===== config.mk =====
export PLATFORM = sky130hd
export DESIGN_NAME = pulse_width_remote_code_decoder_top
export DESIGN_NICKNAME = d
export VERILOG_FILES = /design/src/rtl/pwrcd_pkg.sv /design/src/rtl/pulse_width_remote_code_decoder_top.sv /design/src/rtl/pwrcd_front.sv /design/src/rtl/pwrcd_fifo.sv /design/src/rtl/pwrcd_back.sv
export SDC_FILE = /design/constraint.sdc
export NUM_CORES = 1
export LEC_CHECK = 0
export BUFFER_PORTS_ARGS = -buffer_cell sky130_fd_sc_hd__buf_2
export CELL_PAD_IN_SITES_DETAIL_PLACEMENT = 1
export CELL_PAD_IN_SITES_GLOBAL_PLACEMENT = 1
export CORE_MARGIN = 2
export CORE_UTILIZATION = 34
export CTS_BUF_LIST = sky130_fd_sc_hd__clkbuf_8
export DETAILED_ROUTE_END_ITERATION = 10
export PLACE_DENSITY = 0.57
export SLEW_MARGIN = 20
export SYNTH_ARGS = -nofsm -noshare
export SYNTH_HDL_FRONTEND = slang
export SYNTH_SLANG_ARGS = --single-unit

===== constraint.sdc =====
create_clock -name clk_i -period 9.4 [get_ports clk_i]
set_input_delay 1.88 -clock clk_i [delete_from_list [all_inputs] [get_ports clk_i]]
set_output_delay 1.88 -clock clk_i [all_outputs]
set_load 0.005 [all_outputs]

===== src/rtl/pwrcd_pkg.sv =====
`default_nettype none

package pwrcd_pkg;

  localparam int unsigned DurW      = 20;
  localparam int unsigned ShortW    = 12;
  localparam int unsigned LongW     = 13;
  localparam int unsigned TolW      = 12;
  localparam int unsigned MinBitsW  = 7;
  localparam int unsigned CodeW     = 64;
  localparam int unsigned CountW    = 8;
  localparam int unsigned CfgIdxW   = 2;
  localparam int unsigned CfgDataW  = 13;

  localparam int unsigned HeaderUnits = 51;
  localparam int unsigned EndUnits    = 4;

  typedef enum logic [CfgIdxW-1:0] {
    CfgShortUnit = 2'd0,
    CfgLongUnit  = 2'd1,
    CfgTolerance = 2'd2,
    CfgMinBits   = 2'd3
  } cfg_idx_e;

  typedef struct packed {
    logic [ShortW-1:0]   short_unit;
    logic [LongW-1:0]    long_unit;
    logic [TolW-1:0]     tolerance;
    logic [MinBitsW-1:0] min_bits;
  } cfg_t;

  typedef struct packed {
    logic            level;
    logic [DurW-1:0] duration;
  } in_t;

  typedef struct packed {
    logic [CodeW-1:0]  code;
    logic [CountW-1:0] bit_count;
  } out_t;

  // Classified pulse as it sits in the queue
  typedef struct packed {
    logic            level;
    logic [DurW-1:0] duration;
    logic            hdr_hit;
    logic            end_hit;
    logic            near_short;
    logic            near_long;
  } cls_t;

  // |d - nom| < tol
  function automatic logic near(logic [DurW-1:0] d, logic [DurW-1:0] nom,
                                logic [DurW-1:0] tol);
    logic [DurW-1:0] diff;
    diff = (d > nom) ? (d - nom) : (nom - d);
    return diff < tol;
  endfunction

endpackage

`default_nettype wire


===== src/rtl/pulse_width_remote_code_decoder_top.sv =====
`default_nettype none

// Pulse-width remote code decoder. Each input transaction is one radio pulse
// (line level plus duration in microseconds). The decoder hunts for a low
// header of about 51 short units, then a short high start pulse, then reads
// low/high pairs: short-low/long-high is a 0, long-low/short-high is a 1,
// shifted MSB-first into a 64-bit code. A low of at least 4 short units ends
// the frame; if at least min_bits bits were taken, one output transaction
// carries the code and the saturating bit count. Anything unexpected drops
// back to header hunt. Throughput is one pulse per clock when nothing stalls:
// the front end classifies a pulse against the configured units in the
// accept cycle and writes it to a small queue; the back end steps the phase
// machine on one queued pulse per cycle and loads the output register. The
// queue and then the output register lie between input accept and output
// valid. Configuration registers (short_unit, long_unit, tolerance, min_bits)
// are written through cfg_we_i/cfg_idx_i/cfg_data_i and must only change
// while the decoder is idle. in_stall_o rises only when the queue is full.
module pulse_width_remote_code_decoder_top #(
  parameter int unsigned QueueDepth = 2  // pulse queue entries, at least 2
) (
  input  wire logic                                clk_i,
  input  wire logic                                rst_ni,
  // input pulses
  input  wire logic                                in_valid_i,
  output logic                                     in_stall_o,
  input  wire pwrcd_pkg::in_t                      in_data_i,
  // decoded frames
  output logic                                     out_valid_o,
  input  wire logic                                out_stall_i,
  output pwrcd_pkg::out_t                          out_data_o,
  // configuration writes
  input  wire logic                                cfg_we_i,
  input  wire logic [pwrcd_pkg::CfgIdxW-1:0]       cfg_idx_i,
  input  wire logic [pwrcd_pkg::CfgDataW-1:0]      cfg_data_i
);

  pwrcd_pkg::cfg_t cfg_q, cfg_d;

  logic            enq_valid, enq_ready;
  pwrcd_pkg::cls_t enq_data;
  logic            deq_valid, deq_ready;
  pwrcd_pkg::cls_t deq_data;

  // Config register file, each field truncated to its own width
  always_comb begin
    cfg_d = cfg_q;
    if (cfg_we_i) begin
      case (pwrcd_pkg::cfg_idx_e'(cfg_idx_i))
        pwrcd_pkg::CfgShortUnit:
          cfg_d.short_unit = cfg_data_i[pwrcd_pkg::ShortW-1:0];
        pwrcd_pkg::CfgLongUnit:
          cfg_d.long_unit  = cfg_data_i[pwrcd_pkg::LongW-1:0];
        pwrcd_pkg::CfgTolerance:
          cfg_d.tolerance  = cfg_data_i[pwrcd_pkg::TolW-1:0];
        pwrcd_pkg::CfgMinBits:
          cfg_d.min_bits   = cfg_data_i[pwrcd_pkg::MinBitsW-1:0];
        default: cfg_d = cfg_q;
      endcase
    end
  end

  always_ff @(posedge clk_i or negedge rst_ni) begin
    if (!rst_ni) begin
      cfg_q.short_unit <= pwrcd_pkg::ShortW'(320);
      cfg_q.long_unit  <= pwrcd_pkg::LongW'(640);
      cfg_q.tolerance  <= pwrcd_pkg::TolW'(150);
      cfg_q.min_bits   <= pwrcd_pkg::MinBitsW'(12);
    end else begin
      cfg_q <= cfg_d;
    end
  end

  // Front end: pulse classification at accept
  pwrcd_front u_front (
    .in_valid_i  (in_valid_i),
    .in_stall_o  (in_stall_o),
    .in_data_i   (in_data_i),
    .cfg_i       (cfg_q),
    .enq_valid_o (enq_valid),
    .enq_ready_i (enq_ready),
    .enq_data_o  (enq_data)
  );

  // Decoupling queue between classification and the phase machine
  pwrcd_fifo #(
    .Depth (QueueDepth)
  ) u_fifo (
    .clk_i       (clk_i),
    .rst_ni      (rst_ni),
    .enq_valid_i (enq_valid),
    .enq_ready_o (enq_ready),
    .enq_data_i  (enq_data),
    .deq_valid_o (deq_valid),
    .deq_ready_i (deq_ready),
    .deq_data_o  (deq_data)
  );

  // Back end: frame phase machine, shift register and output register
  pwrcd_back u_back (
    .clk_i       (clk_i),
    .rst_ni      (rst_ni),
    .cfg_i       (cfg_q),
    .deq_valid_i (deq_valid),
    .deq_ready_o (deq_ready),
    .deq_data_i  (deq_data),
    .out_valid_o (out_valid_o),
    .out_stall_i (out_stall_i),
    .out_data_o  (out_data_o)
  );

endmodule

`default_nettype wire


===== src/rtl/pwrcd_front.sv =====
`default_nettype none

module pwrcd_front (
  input  wire logic              in_valid_i,
  output logic                   in_stall_o,
  input  wire pwrcd_pkg::in_t    in_data_i,
  input  wire pwrcd_pkg::cfg_t   cfg_i,
  output logic                   enq_valid_o,
  input  wire logic              enq_ready_i,
  output pwrcd_pkg::cls_t        enq_data_o
);

  localparam int unsigned HdrW = 18;
  localparam int unsigned EndW = 14;

  logic [HdrW-1:0] hdr_nom;
  logic [HdrW-1:0] hdr_tol;
  logic [EndW-1:0] end_min;
  logic [pwrcd_pkg::DurW-1:0] dur;

  assign dur     = in_data_i.duration;
  assign hdr_nom = HdrW'(cfg_i.short_unit) * HdrW'(pwrcd_pkg::HeaderUnits);
  assign hdr_tol = HdrW'(cfg_i.tolerance) * HdrW'(pwrcd_pkg::HeaderUnits);
  assign end_min = EndW'(cfg_i.short_unit) * EndW'(pwrcd_pkg::EndUnits);

  always_comb begin
    enq_data_o.level      = in_data_i.level;
    enq_data_o.duration   = dur;
    enq_data_o.hdr_hit    = pwrcd_pkg::near(dur, pwrcd_pkg::DurW'(hdr_nom),
                                            pwrcd_pkg::DurW'(hdr_tol));
    enq_data_o.end_hit    = dur >= pwrcd_pkg::DurW'(end_min);
    enq_data_o.near_short = pwrcd_pkg::near(dur, pwrcd_pkg::DurW'(cfg_i.short_unit),
                                            pwrcd_pkg::DurW'(cfg_i.tolerance));
    enq_data_o.near_long  = pwrcd_pkg::near(dur, pwrcd_pkg::DurW'(cfg_i.long_unit),
                                            pwrcd_pkg::DurW'(cfg_i.tolerance));
  end

  assign enq_valid_o = in_valid_i;
  assign in_stall_o  = !enq_ready_i;

endmodule

`default_nettype wire


===== src/rtl/pwrcd_fifo.sv =====
`default_nettype none

module pwrcd_fifo #(
  parameter int unsigned Depth = 2
) (
  input  wire logic             clk_i,
  input  wire logic             rst_ni,
  input  wire logic             enq_valid_i,
  output logic                  enq_ready_o,
  input  wire pwrcd_pkg::cls_t  enq_data_i,
  output logic                  deq_valid_o,
  input  wire logic             deq_ready_i,
  output pwrcd_pkg::cls_t       deq_data_o
);

  localparam int unsigned AddrW = (Depth > 1) ? $clog2(Depth) : 1;
  localparam int unsigned CntW  = $clog2(Depth + 1);

  pwrcd_pkg::cls_t mem_q [Depth];
  logic [AddrW-1:0] wr_ptr_q, wr_ptr_d;
  logic [AddrW-1:0] rd_ptr_q, rd_ptr_d;
  logic [CntW-1:0]  count_q, count_d;
  logic push, pop;

  assign enq_ready_o = count_q != CntW'(Depth);
  assign deq_valid_o = count_q != '0;
  assign deq_data_o  = mem_q[rd_ptr_q];
  assign push        = enq_valid_i && enq_ready_o;
  assign pop         = deq_valid_o && deq_ready_i;

  always_comb begin
    wr_ptr_d = wr_ptr_q;
    rd_ptr_d = rd_ptr_q;
    count_d  = count_q;
    if (push) begin
      wr_ptr_d = (wr_ptr_q == AddrW'(Depth - 1)) ? '0 : wr_ptr_q + AddrW'(1);
    end
    if (pop) begin
      rd_ptr_d = (rd_ptr_q == AddrW'(Depth - 1)) ? '0 : rd_ptr_q + AddrW'(1);
    end
    if (push && !pop) begin
      count_d = count_q + CntW'(1);
    end else if (pop && !push) begin
      count_d = count_q - CntW'(1);
    end
  end

  always_ff @(posedge clk_i or negedge rst_ni) begin
    if (!rst_ni) begin
      wr_ptr_q <= '0;
      rd_ptr_q <= '0;
      count_q  <= '0;
    end else begin
      wr_ptr_q <= wr_ptr_d;
      rd_ptr_q <= rd_ptr_d;
      count_q  <= count_d;
    end
  end

  always_ff @(posedge clk_i) begin
    if (push) begin
      mem_q[wr_ptr_q] <= enq_data_i;
    end
  end

endmodule

`default_nettype wire


===== src/rtl/pwrcd_back.sv =====
`default_nettype none

module pwrcd_back (
  input  wire logic             clk_i,
  input  wire logic             rst_ni,
  input  wire pwrcd_pkg::cfg_t  cfg_i,
  input  wire logic             deq_valid_i,
  output logic                  deq_ready_o,
  input  wire pwrcd_pkg::cls_t  deq_data_i,
  output logic                  out_valid_o,
  input  wire logic             out_stall_i,
  output pwrcd_pkg::out_t       out_data_o
);

  typedef enum logic [1:0] {
    PhHunt  = 2'd0,
    PhStart = 2'd1,
    PhLow   = 2'd2,
    PhHigh  = 2'd3
  } phase_e;

  localparam logic [pwrcd_pkg::CountW-1:0] CountMax = '1;

  phase_e phase_q, phase_d;
  logic [pwrcd_pkg::CodeW-1:0]  shift_q, shift_d;
  logic [pwrcd_pkg::CountW-1:0] bits_q, bits_d;
  logic [pwrcd_pkg::DurW-1:0]   last_low_q, last_low_d;
  logic out_valid_q, out_valid_d;
  pwrcd_pkg::out_t out_data_q;

  logic fire, emit, push_bit, bit_val;
  logic ll_short, ll_long;

  assign deq_ready_o = !out_valid_q || !out_stall_i;
  assign fire        = deq_valid_i && deq_ready_o;
  assign out_valid_o = out_valid_q;
  assign out_data_o  = out_data_q;

  assign ll_short = pwrcd_pkg::near(last_low_q, pwrcd_pkg::DurW'(cfg_i.short_unit),
                                    pwrcd_pkg::DurW'(cfg_i.tolerance));
  assign ll_long  = pwrcd_pkg::near(last_low_q, pwrcd_pkg::DurW'(cfg_i.long_unit),
                                    pwrcd_pkg::DurW'(cfg_i.tolerance));

  always_comb begin
    phase_d    = phase_q;
    shift_d    = shift_q;
    bits_d     = bits_q;
    last_low_d = last_low_q;
    emit       = 1'b0;
    push_bit   = 1'b0;
    bit_val    = 1'b0;
    if (fire) begin
      case (phase_q)
        PhHunt: begin
          if (!deq_data_i.level && deq_data_i.hdr_hit) phase_d = PhStart;
        end
        PhStart: begin
          if (deq_data_i.level) begin
            if (deq_data_i.near_short) begin
              phase_d = PhLow;
              shift_d = '0;
              bits_d  = '0;
            end else begin
              phase_d = PhHunt;
            end
          end
        end
        PhLow: begin
          if (deq_data_i.level) begin
            phase_d = PhHunt;
          end else if (deq_data_i.end_hit) begin
            phase_d = PhStart;
            emit    = bits_q >= pwrcd_pkg::CountW'(cfg_i.min_bits);
          end else begin
            last_low_d = deq_data_i.duration;
            phase_d    = PhHigh;
          end
        end
        PhHigh: begin
          if (!deq_data_i.level) begin
            phase_d = PhHunt;
          end else if (ll_short && deq_data_i.near_long) begin
            push_bit = 1'b1;
            phase_d  = PhLow;
          end else if (ll_long && deq_data_i.near_short) begin
            push_bit = 1'b1;
            bit_val  = 1'b1;
            phase_d  = PhLow;
          end else begin
            phase_d = PhHunt;
          end
        end
        default: phase_d = PhHunt;
      endcase
    end
    if (push_bit) begin
      shift_d = {shift_q[pwrcd_pkg::CodeW-2:0], bit_val};
      if (bits_q != CountMax) bits_d = bits_q + pwrcd_pkg::CountW'(1);
    end
    if (emit) begin
      out_valid_d = 1'b1;
    end else if (out_valid_q && !out_stall_i) begin
      out_valid_d = 1'b0;
    end else begin
      out_valid_d = out_valid_q;
    end
  end

  always_ff @(posedge clk_i or negedge rst_ni) begin
    if (!rst_ni) begin
      phase_q     <= PhHunt;
      shift_q     <= '0;
      bits_q      <= '0;
      last_low_q  <= '0;
      out_valid_q <= 1'b0;
    end else begin
      phase_q     <= phase_d;
      shift_q     <= shift_d;
      bits_q      <= bits_d;
      last_low_q  <= last_low_d;
      out_valid_q <= out_valid_d;
    end
  end

  always_ff @(posedge clk_i) begin
    if (emit) begin
      out_data_q.code      <= shift_q;
      out_data_q.bit_count <= bits_q;
    end
  end

endmodule

`default_nettype wire


==> flow_summary.json, run 1 <==
{
  "status": "completed",
  "final_core_util_pct": 38.0,
  "path_delay_family": "compound AO/OA/AOI/OAI gates",
  "yosys-top-cells-area": "ha_1 17%, edfxtp_1 17%, dfrtp_1 15%",
  "cts_num_sinks": 265,
  "hold_path_cells": 0,
  "cts_post_setup_buffers_inserted": 0,
  "post_route_clock_period_utilization_pct": 92.9,
  "io_buffer_count": 114,
  "fmaxAchievable_mhz": 114,
  "worst_setup_path_end_kind": "flip-flop",
  "detail-route-antenna-nets": 0,
  "syn-cell-area_mm2": 0.0215,
  "synth_top_cells_by_count": "293 x ha_1, 255 x nand2_1, 210 x inv_1",
  "maximum_clock_insertion_buffer_count": 3,
  "rsz0062_at_grt": "false",
  "final.setup_skew_ps": 48.0,
  "routed-via-count": 17800,
  "seq_area_frac_synth_pct": 33.7,
  "first_pass_grt_wire_length_um": 115000,
  "final_design_area_no_fill_mm2": 0.0239,
  "hold_violations": 0,
  "die_h_um": 256,
  "hold_path.class": "reg -> reg",
  "critPathMostFrequentCell": "ha_1",
  "post_route_cells_drive_above_1_share_pct": 11.6,
  "rrSetupSlack_ps": 660,
  "post_place_cell_area_mm2": 0.0229,
  "crit-reg2reg-launch": "cfg_q[37]",
  "dr.pass1.iters": 5,
  "postSynth.topFlopCell": "dfrtp_1",
  "worst_r2r_path_depth": 33,
  "antenna_found_initial": 3,
  "cp.arrival_ps": 9130,
  "power_leakage_nw": 11.3,
  "worst_hold_slack_ps": 451,
  "pin_count_of_the_biggest_net_entering_global_routing": 84,
  "synth_cell_type_count": 75,
  "floorplan.rows": 92,
  "holdCritStartpoint": "u_back.shift_q[63]",
  "placeableCoreArea_mm2": 0.0629,
  "drt-wirelength-per-cell_um": 22.9,
  "power_mw": 10.2,
  "tns_ps": 0,
  "crit_path_max_incr_delay_ps": 570,
  "max_slew_headroom_at_the_worst_pin_pct": 20.2,
  "initial_util_pct": 34.3,
  "class_of_the_most_critical_setup_path": "reg -> reg",
  "cts_made_buffers": 48,
  "grt_pass1_vias": 18300,
  "chipWidth_um": 256,
  "yosys_warnings": 0,
  "floorplan.die_area_mm2": 0.0654,
  "route.detailed.drc": 0,
  "area_growth_syn_to_layout_pct": 11.0,
  "drt_iter0_markers": 948,
  "timing.critical_path.from_type": "flip-flop",
  "number_of_synthesized_flops_with_an_enable_pin": 122,
  "synth_async_sr_flop_share_pct": 54.0,
  "critical_path.max_fanout": 9,
  "yosysTopAreaCellShare_pct": 17.0,
  "finalSetupViolCount": 0,
  "synthesized_instance_count": 2297,
  "io_pins": 115,
  "timing.max_cap.violations": 0,
  "via_per_inst": 5.44,
  "timing.rr.end": "u_fifo.mem_q[1][3]",
  "syn_area_per_cell_um2": 9.37,
  "nets": 2752,
  "dp.final_hpwl_um": 59300,
  "synth-seq-cells": 265,
  "vdd.ir_drop.worst_mv": 0.363,
  "clkSlewWorstSetupHoldPaths_ps": 60,
  "clock_latency_reported_for_the_late_side_of_the_worst_skew_pair_ps": 660,
  "cts_tree": "yes",
  "yosys_top_cell_by_area": "ha_1",
  "global_route.overflow_total": 0,
  "clock-root-buffer": "clkbuf_8",
  "cts.htree.levels": 2,
  "grtUsageTotal_pct": 22.7,
  "timing_max_transition_violations_final": 0,
  "worst-slew-pin-transition_ps": 1180,
  "gp_routability_congestion": 0.893,
  "power_density_mw_per_mm2": 428,
  "wl_um": 74900,
  "critPathSlowestCell": "or4_1",
  "worst-endpoint-required_ps": 9790,
  "worstPathBufferInverterCount": 4,
  "period_needed_ps": 8740,
  "holdPathEnd": "u_back.out_data_o[71]",
  "mappedNetlistNets": 2671,
  "post-synth-top-count-cell": "ha_1"
}
worst max path at each step:
stage	from	endpoint	slack [ps]	cells after the start
6_report	cfg_q[37]	u_fifo.mem_q[1][3]	660	33
5_1_grt	cfg_q[38]	u_fifo.mem_q[1][3]	60	31
4_1_cts	cfg_q[38]	u_fifo.mem_q[1][3]	560	31
3_5_place_dp	cfg_q[38]	u_fifo.mem_q[1][3]	590	31
3_3_place_gp	cfg_q[38]	u_fifo.mem_q[1][3]	770	30
2_1_floorplan	cfg_q[38]	u_fifo.mem_q[0][3]	1360	36
sequential cells by signal (all words and copies together) (netlist names), 2 cells and up:
| signal | cells |
|---|---|
| cfg_q | 44 |
| u_back.last_low_q | 20 |
| u_back.bits_q | 8 |
| u_fifo.mem_q | 50 |
| u_fifo.count_q | 2 |
| u_back.shift_q | 64 |
| u_back.out_data_o | 72 |
| u_back.phase_q | 2 |
worst register-to-register path, delay by kind of cell, from the launching register on:
| kind | cells | cell delay [ps] |
|---|---|---|
| AO/OA/AOI/OAI | 15 | 3410 |
| adder cells (fa/ha/maj) | 6 | 2450 |
| flip-flops | 1 | 450 |
| AND/OR/NAND/NOR | 5 | 1050 |
| XOR/XNOR | 2 | 340 |
| multiplexers | 1 | 380 |
| buffers and inverters | 4 | 410 |
layout make-up:
type	count	area, µm²
clock inverter	39	289
multi-input combinational	1720	13100
tap	846	1060
antenna	2	5.00
inverter	210	788
timing repair buffer	133	719
sequential	265	7250
clock buffer	51	702
fill	7309	39000
where the power goes:
part | total, mW | internal [mW] | switching [mW]
logic | 7.50 | 3.01 | 4.49
registers | 1.57 | 1.38 | 0.195
clock network | 1.15 | 0.618 | 0.532
cell families (layout without fill, tap and decap cells):
family	after synthesis	count (layout)	synth area share (%)
AO/OA/AOI/OAI	632	632	18.7
XOR/XNOR	102	102	4.15
adder cells (fa/ha/maj)	333	333	20.7
buffers and inverters	312	433	5.69
flip-flops	265	265	33.7
multiplexers	104	104	5.11
other	0	2	0
AND/OR/NAND/NOR	549	549	11.9
cell usage in the layout, fill, tap and decap left out, types with 57 or more instances in the layout:
cell type,n
ha_1,293
nand2_1,255
inv_1,231
a21oi_1,154
o21ai_0,150
dfrtp_1,133
edfxtp_1,122
buf_2,113
a21o_1,99
nor2_1,78
xnor2_1,71
mux2i_1,57
per-stage QoR:
stage | setup slack, ps | cells
after CTS | 558 | 3264
after global placement | 766 | 3174
after global routing | 58.4 | 3265
after detailed placement | 586 | 3174
after floorplan | 1360 | 2297
final | 664 | 3266
layer usage:
layer  vias to the layer above  part of all wire (%)  global-route usage (%)
li1                       8376                     -                       -
met1                      8817                    46                    30.6
met2                       429                    45                    36.6
met3                       138                   4.6                    3.53
met4                         2                   4.1                    9.02
met5                         -                 0.017                       0
repair_timing:
action                                  in CTS  in global routing
hold buffers                                 0                  0
resized for setup                            0                  1
endpoints found under the setup margin       0                  2
Power figures use the tool's default switching activity.
==> run 2, diff against run 1 <==
--- a/config.mk
+++ b/config.mk
@@ -16,4 +16,5 @@
 export SLEW_MARGIN = 20
 export SYNTH_ARGS = -nofsm -noshare
 export SYNTH_HDL_FRONTEND = slang
+export SYNTH_HIERARCHICAL = 1
 export SYNTH_SLANG_ARGS = --single-unit
==> run 2 against run 1 <==
Synthesized cell count unchanged. Fmax increased by 6.2%. First-iteration DRC count decreased by 7.2%. Sequential share of layout area decreased by 0.69 points. Highest routed layer is now met4. Design area increased by 2.3%. Critical path type unchanged.
==> flow_summary.json, run 2 <==
{
  "cts_post_setup_buffers_inserted": 0,
  "hold_path.class": "reg -> reg",
  "layout.area.seq_mm2": 0.00725,
  "layout_common_cells": "293 x ha_1, 264 x inv_1, 161 x a21oi_1",
  "largest_register_ffs": 72,
  "final_design_area_no_fill_mm2": 0.0245,
  "status": "completed",
  "placeableCoreArea_mm2": 0.0656,
  "post_route_cells_drive_above_1_share_pct": 14.1,
  "area_growth_syn_to_layout_pct": 8.75,
  "postSynth.topFlopCell": "dfrtp_1",
  "initial_util_pct": 34.3,
  "cp.arrival_ps": 8660,
  "cts_made_buffers": 46,
  "fillers": 7463,
  "crit_path_max_incr_delay_ps": 630,
  "worst_hold_slack_ps": 466,
  "max_slew_headroom_at_the_worst_pin_pct": 33.5,
  "clock_latency_reported_for_the_late_side_of_the_worst_skew_pair_ps": 610,
  "maximum_clock_insertion_buffer_count": 3,
  "ctsResizeCount": 0,
  "global_route.overflow_total": 0,
  "die_h_um": 261,
  "clkSlewWorstSetupHoldPaths_ps": 70,
  "post-synth-top-count-cell": "ha_1",
  "pin_count_of_the_biggest_net_entering_global_routing": 74,
  "drt-wirelength-per-cell_um": 22.7,
  "critPathSlowestCell": "dfstp_2",
  "chipWidth_um": 261,
  "first_pass_grt_wire_length_um": 113000,
  "floorplan.rows": 94,
  "multiInputGateArea_mm2": 0.0136,
  "routed-via-count": 17800,
  "yosysTopAreaCellShare_pct": 16.3,
  "number_of_synthesized_flops_with_an_enable_pin": 122,
  "postCtsHoldBufs": 0,
  "seq_area_frac_synth_pct": 32.3,
  "cts_tree": "yes",
  "class_of_the_most_critical_setup_path": "reg -> reg",
  "io_buffer_count": 114,
  "path_delay_family": "compound AO/OA/AOI/OAI gates",
  "syn_area_per_cell_um2": 9.79,
  "antenna_found_initial": 2,
  "dp.final_hpwl_um": 59700,
  "synthesized_instance_count": 2297,
  "worstPathBufferInverterCount": 3,
  "synth_async_sr_flop_share_pct": 54.0,
  "yosys_top_cell_by_area": "ha_1",
  "period_needed_ps": 8230,
  "worst-endpoint-required_ps": 9830,
  "tns_ps": 0,
  "wl_um": 73700,
  "grtUsageTotal_pct": 21.6,
  "grt_pass1_vias": 19000,
  "io_pins": 115,
  "detail-route-antenna-nets": 0,
  "synth_cell_type_count": 97,
  "syn-cell-area_mm2": 0.0225,
  "yosys_warnings": 6,
  "cts_num_sinks": 265,
  "critical_path.max_fanout": 15,
  "post_place_cell_area_mm2": 0.0236,
  "worst_setup_path_end_kind": "flip-flop",
  "timing_max_transition_violations_final": 0,
  "hold_violations": 0,
  "gp_routability_congestion": 0.957,
  "via_per_inst": 5.48,
  "finalSetupViolCount": 0,
  "synth-seq-cells": 265,
  "timing.max_cap.violations": 0,
  "yosys-top-cells-area": "ha_1 16%, edfxtp_1 16%, dfrtp_1 15%",
  "cts.htree.levels": 2,
  "drt_iter0_markers": 880,
  "floorplan.die_area_mm2": 0.0682,
  "rsz0062_at_grt": "false",
  "dr.pass1.iters": 5,
  "mostFrequentLayoutCell": "ha_1",
  "route.detailed.drc": 0,
  "post_route_clock_period_utilization_pct": 87.5,
  "final.setup_skew_ps": 36.5,
  "timing.critical_path.from_type": "flip-flop",
  "final_cells": 3251,
  "dp_cells": 3167,
  "clock-root-buffer": "clkbuf_8",
  "nets": 2725,
  "mappedNetlistNets": 2671,
  "worst-slew-pin-transition_ps": 988,
  "synth_top_cells_by_count": "293 x ha_1, 251 x inv_1, 162 x a21oi_1",
  "fmaxAchievable_mhz": 122,
  "critPathMostFrequentCell": "ha_1"
}
## run 2: cell types whose count changed in the layout (fill, tap and decap cells not counted), moves of 13 or more
| cell | previous run | this run |
|---|---|---|
| mux2i_1 | 57 | 38 |
| nand3_1 | 26 | 52 |
| nand2_1 | 255 | 120 |
| nor3_1 | 50 | 37 |
| mux2_4 | 0 | 19 |
| a21o_1 | 99 | 72 |
| o21ai_0 | 150 | 112 |
| a32o_1 | 0 | 63 |
| mux2_2 | 47 | 67 |
| inv_1 | 231 | 264 |
| o21ai_1 | 28 | 9 |
## run 2: kinds of logic (layout without fill, tap and decap cells)
| group | Yosys count | after routing | synth area share (%) |
|---|---|---|---|
| DFF | 265 | 265 | 32.3 |
| and+or+nand+nor | 472 | 472 | 11.2 |
| AOI/OAI and AO/OA | 614 | 614 | 18.7 |
| adders and majority gates | 333 | 333 | 19.9 |
| muxes | 126 | 126 | 6.41 |
| buffers and inverters | 381 | 470 | 7.46 |
| other | 0 | 1 | 0 |
| xor gates and xnor gates | 106 | 106 | 4.13 |
## run 2: final cells by class
class                           count  area share (%)
Clock buffer                       52            2.93
Inverter                          251            3.85
Tap cell                          864            4.42
Timing Repair Buffer              136            3.03
Clock inverter                     31           0.593
Antenna cell                        1          0.0102
Multi-Input combinational cell   1651            55.5
Sequential cell                   265            29.7
## run 2: final timing paths
path | cells after the start | startpoint | to | slack [ps]
max | 30 | cfg_q[38] | u_fifo/mem_q[0][3] | 1170
min | 0 | u_back/shift_q[25] | u_back/out_data_o[33] | 470
max reg2reg | 30 | cfg_q[38] | u_fifo/mem_q[0][3] | 1170
min reg2reg | 0 | u_back/shift_q[25] | u_back/out_data_o[33] | 470
max in group asynchronous | 3 | rst_ni | cfg_q[10] | 6370
min in group asynchronous | 1 | rst_ni | u_back/last_low_q[15] | 1200
## run 2: metal layers
metal | global-route usage, % | routed length (µm) | vias to the layer above
met1 | 25.7 | 31000 | 8934
met4 | 9.19 | 3220 | 0
met5 | 0 | 0 | -
li1 | - | - | 8414
met3 | 2.20 | 1920 | 129
met2 | 39.5 | 37600 | 325
## run 2: per-stage QoR
stage | utilization [%] | setup WS, ps
after detailed placement | 36.0 | 1120
after floorplan | - | 2260
after CTS | 37.3 | 1080
after global placement | 36.0 | 1390
after global routing | 37.3 | 451
final | 37.3 | 1170
Power of run 2 is left out: the tool's default activity adds up to more than one toggle a clock period on the data nets, which glitch-free logic cannot reach.
==> run 3, diff against run 2 <==
==> constraint.sdc (replaced) <==
create_clock -name clk_i -period 8 [get_ports clk_i]
set_input_delay 1.6 -clock clk_i [delete_from_list [all_inputs] [get_ports clk_i]]
set_output_delay 1.6 -clock clk_i [all_outputs]
set_load 0.005 [all_outputs]
==> run 3 against run 2 <==
Critical path depth did not move. Core utilization rose by 0.38 points. Design area grew 1.0%. Worst hold slack improved by 3.9 ps. Non-clock buffer count up 18. Via count increased by 0.16%. First-iteration DRC count is 21% higher. Sequential cell count is the same. Cell count up 0.55%.
==> flow_summary.json, run 3 (synthesis gave the netlist of run 2 again) <==
{
  "post_route_cells_drive_above_1_share_pct": 15.1,
  "class_of_the_most_critical_setup_path": "reg -> reg",
  "grtUsageTotal_pct": 22.1,
  "antenna_found_initial": 1,
  "drt-wirelength-per-cell_um": 22.9,
  "fmaxAchievable_mhz": 133,
  "period_needed_ps": 7520,
  "floorplan.die_area_mm2": 0.0682,
  "critical_path.startpoint": "cfg_q[38]",
  "hold_violations": 0,
  "crit-reg2reg-launch": "cfg_q[38]",
  "maximum_clock_insertion_buffer_count": 3,
  "final_design_area_no_fill_mm2": 0.0247,
  "clock_latency_reported_for_the_late_side_of_the_worst_skew_pair_ps": 610,
  "timing.critical_path.from_type": "flip-flop",
  "cts.htree.levels": 2,
  "area_growth_syn_to_layout_pct": 9.87,
  "grt.met2_usage_pct": 41.1,
  "grt.met1_usage_pct": 26.8,
  "critical_path.max_fanout": 7,
  "holdCritStartpoint": "u_back/shift_q[63]",
  "post_route_clock_period_utilization_pct": 93.9,
  "global_route.overflow_total": 0,
  "floorplan.rows": 94,
  "max_slew_headroom_at_the_worst_pin_pct": 36.3,
  "crit_path_max_incr_delay_ps": 550,
  "via_per_inst": 5.45,
  "routed-via-count": 17800,
  "use_met3_pct": 1.97,
  "grt_pass1_vias": 19300,
  "finalSetupViolCount": 0,
  "pin_count_of_the_biggest_net_entering_global_routing": 86,
  "global_route.peak_usage_layer": "met2",
  "post_place_cell_area_mm2": 0.0237,
  "io_pins": 115,
  "placeableCoreArea_mm2": 0.0656,
  "final_cells": 3269,
  "timing.max_cap.violations": 0,
  "status": "completed",
  "critPathMostFrequentCell": "a21o_1",
  "mostFrequentLayoutCell": "ha_1",
  "route.detailed.drc": 0,
  "die_h_um": 261,
  "wl_um": 74900,
  "cts_made_buffers": 45,
  "detail-route-antenna-nets": 0,
  "worst_setup_path_end_kind": "flip-flop",
  "cts_num_sinks": 265,
  "final.setup_skew_ps": 29.6,
  "worst-endpoint-required_ps": 8420,
  "worst-slew-pin-transition_ps": 943,
  "detailedPlace.worstSlack_ps": -232,
  "cts_tree": "yes",
  "gp_routability_congestion": 0.900,
  "critPathSlowestCell": "fa_1",
  "io_buffer_count": 114,
  "initial_util_pct": 34.3,
  "clock-root-buffer": "clkbuf_8",
  "clkSlewWorstSetupHoldPaths_ps": 70,
  "dp.final_hpwl_um": 60600,
  "chipWidth_um": 261,
  "rsz0062_at_grt": "false",
  "dp_cells": 3183,
  "hold_path.class": "reg -> reg",
  "first_pass_grt_wire_length_um": 116000,
  "worst_hold_slack_ps": 469,
  "cp.arrival_ps": 7940,
  "nets": 2742,
  "drt_iter0_markers": 1066,
  "setup_ws_final_ps": 484,
  "timing_max_transition_violations_final": 0,
  "dr.pass1.iters": 5,
  "largest_register_ffs": 72,
  "layout_common_cells": "292 x ha_1, 269 x inv_1, 158 x a21oi_1"
}
[run 3: cell type report]
| class | instances | area [µm²] |
|---|---|---|
| fillers | 7430 | 40900 |
| flip-flops and latches | 265 | 7250 |
| clock inverters | 34 | 226 |
| multi-input cells | 1651 | 13600 |
| repair buffers | 154 | 890 |
| clock buffers | 49 | 674 |
| inverters | 251 | 942 |
| well taps | 864 | 1080 |
| diodes | 1 | 2.50 |
[run 3: timing repair]
item,CTS,global route
endpoints found under the setup margin,2,2
cloned,0,0
hold buffers,0,0
pin swaps,0,2
resized for setup,3,10
buffers inserted,0,2
[run 3: worst max-delay path: cells and delay by family (launching register included)]
kind | cells | cell delay (ps)
AO/OA/AOI/OAI | 17 | 3370
XOR/XNOR | 2 | 360
adder cells (fa/ha/maj) | 6 | 2230
buffers and inverters | 3 | 270
flip-flops | 1 | 520
multiplexers | 1 | 360
AND/OR/NAND/NOR | 1 | 210
[run 3: path summary, 6_finish.rpt]
kind | to | slack [ps] | cells past startpoint
setup reg to reg | u_fifo/mem_q[1][3] | 480 | 30
setup / recovery | u_fifo/mem_q[1][3] | 480 | 30
hold / removal | u_back/out_data_o[71] | 470 | 0
hold reg to reg | u_back/out_data_o[71] | 470 | 0
min in group asynchronous | u_back/shift_q[44] | 1080 | 1
max in group asynchronous | cfg_q[20] | 5630 | 2
[run 3: metal layers]
| layer | routed length, µm | share of wire [%] |
|---|---|---|
| met1 | 32000 | 43 |
| met2 | 38700 | 52 |
| met3 | 1860 | 2.5 |
| met4 | 2410 | 3.2 |
| met5 | 0 | 0 |
[run 3: stage by stage]
stage	TNS (ps)	utilization (%)
after floorplan	0	-
after global placement	0	36.2
after detailed placement	-464	36.2
after CTS	0	37.5
after global routing	0	37.7
final	0	37.7
Power of run 3 is left out for the same reason.
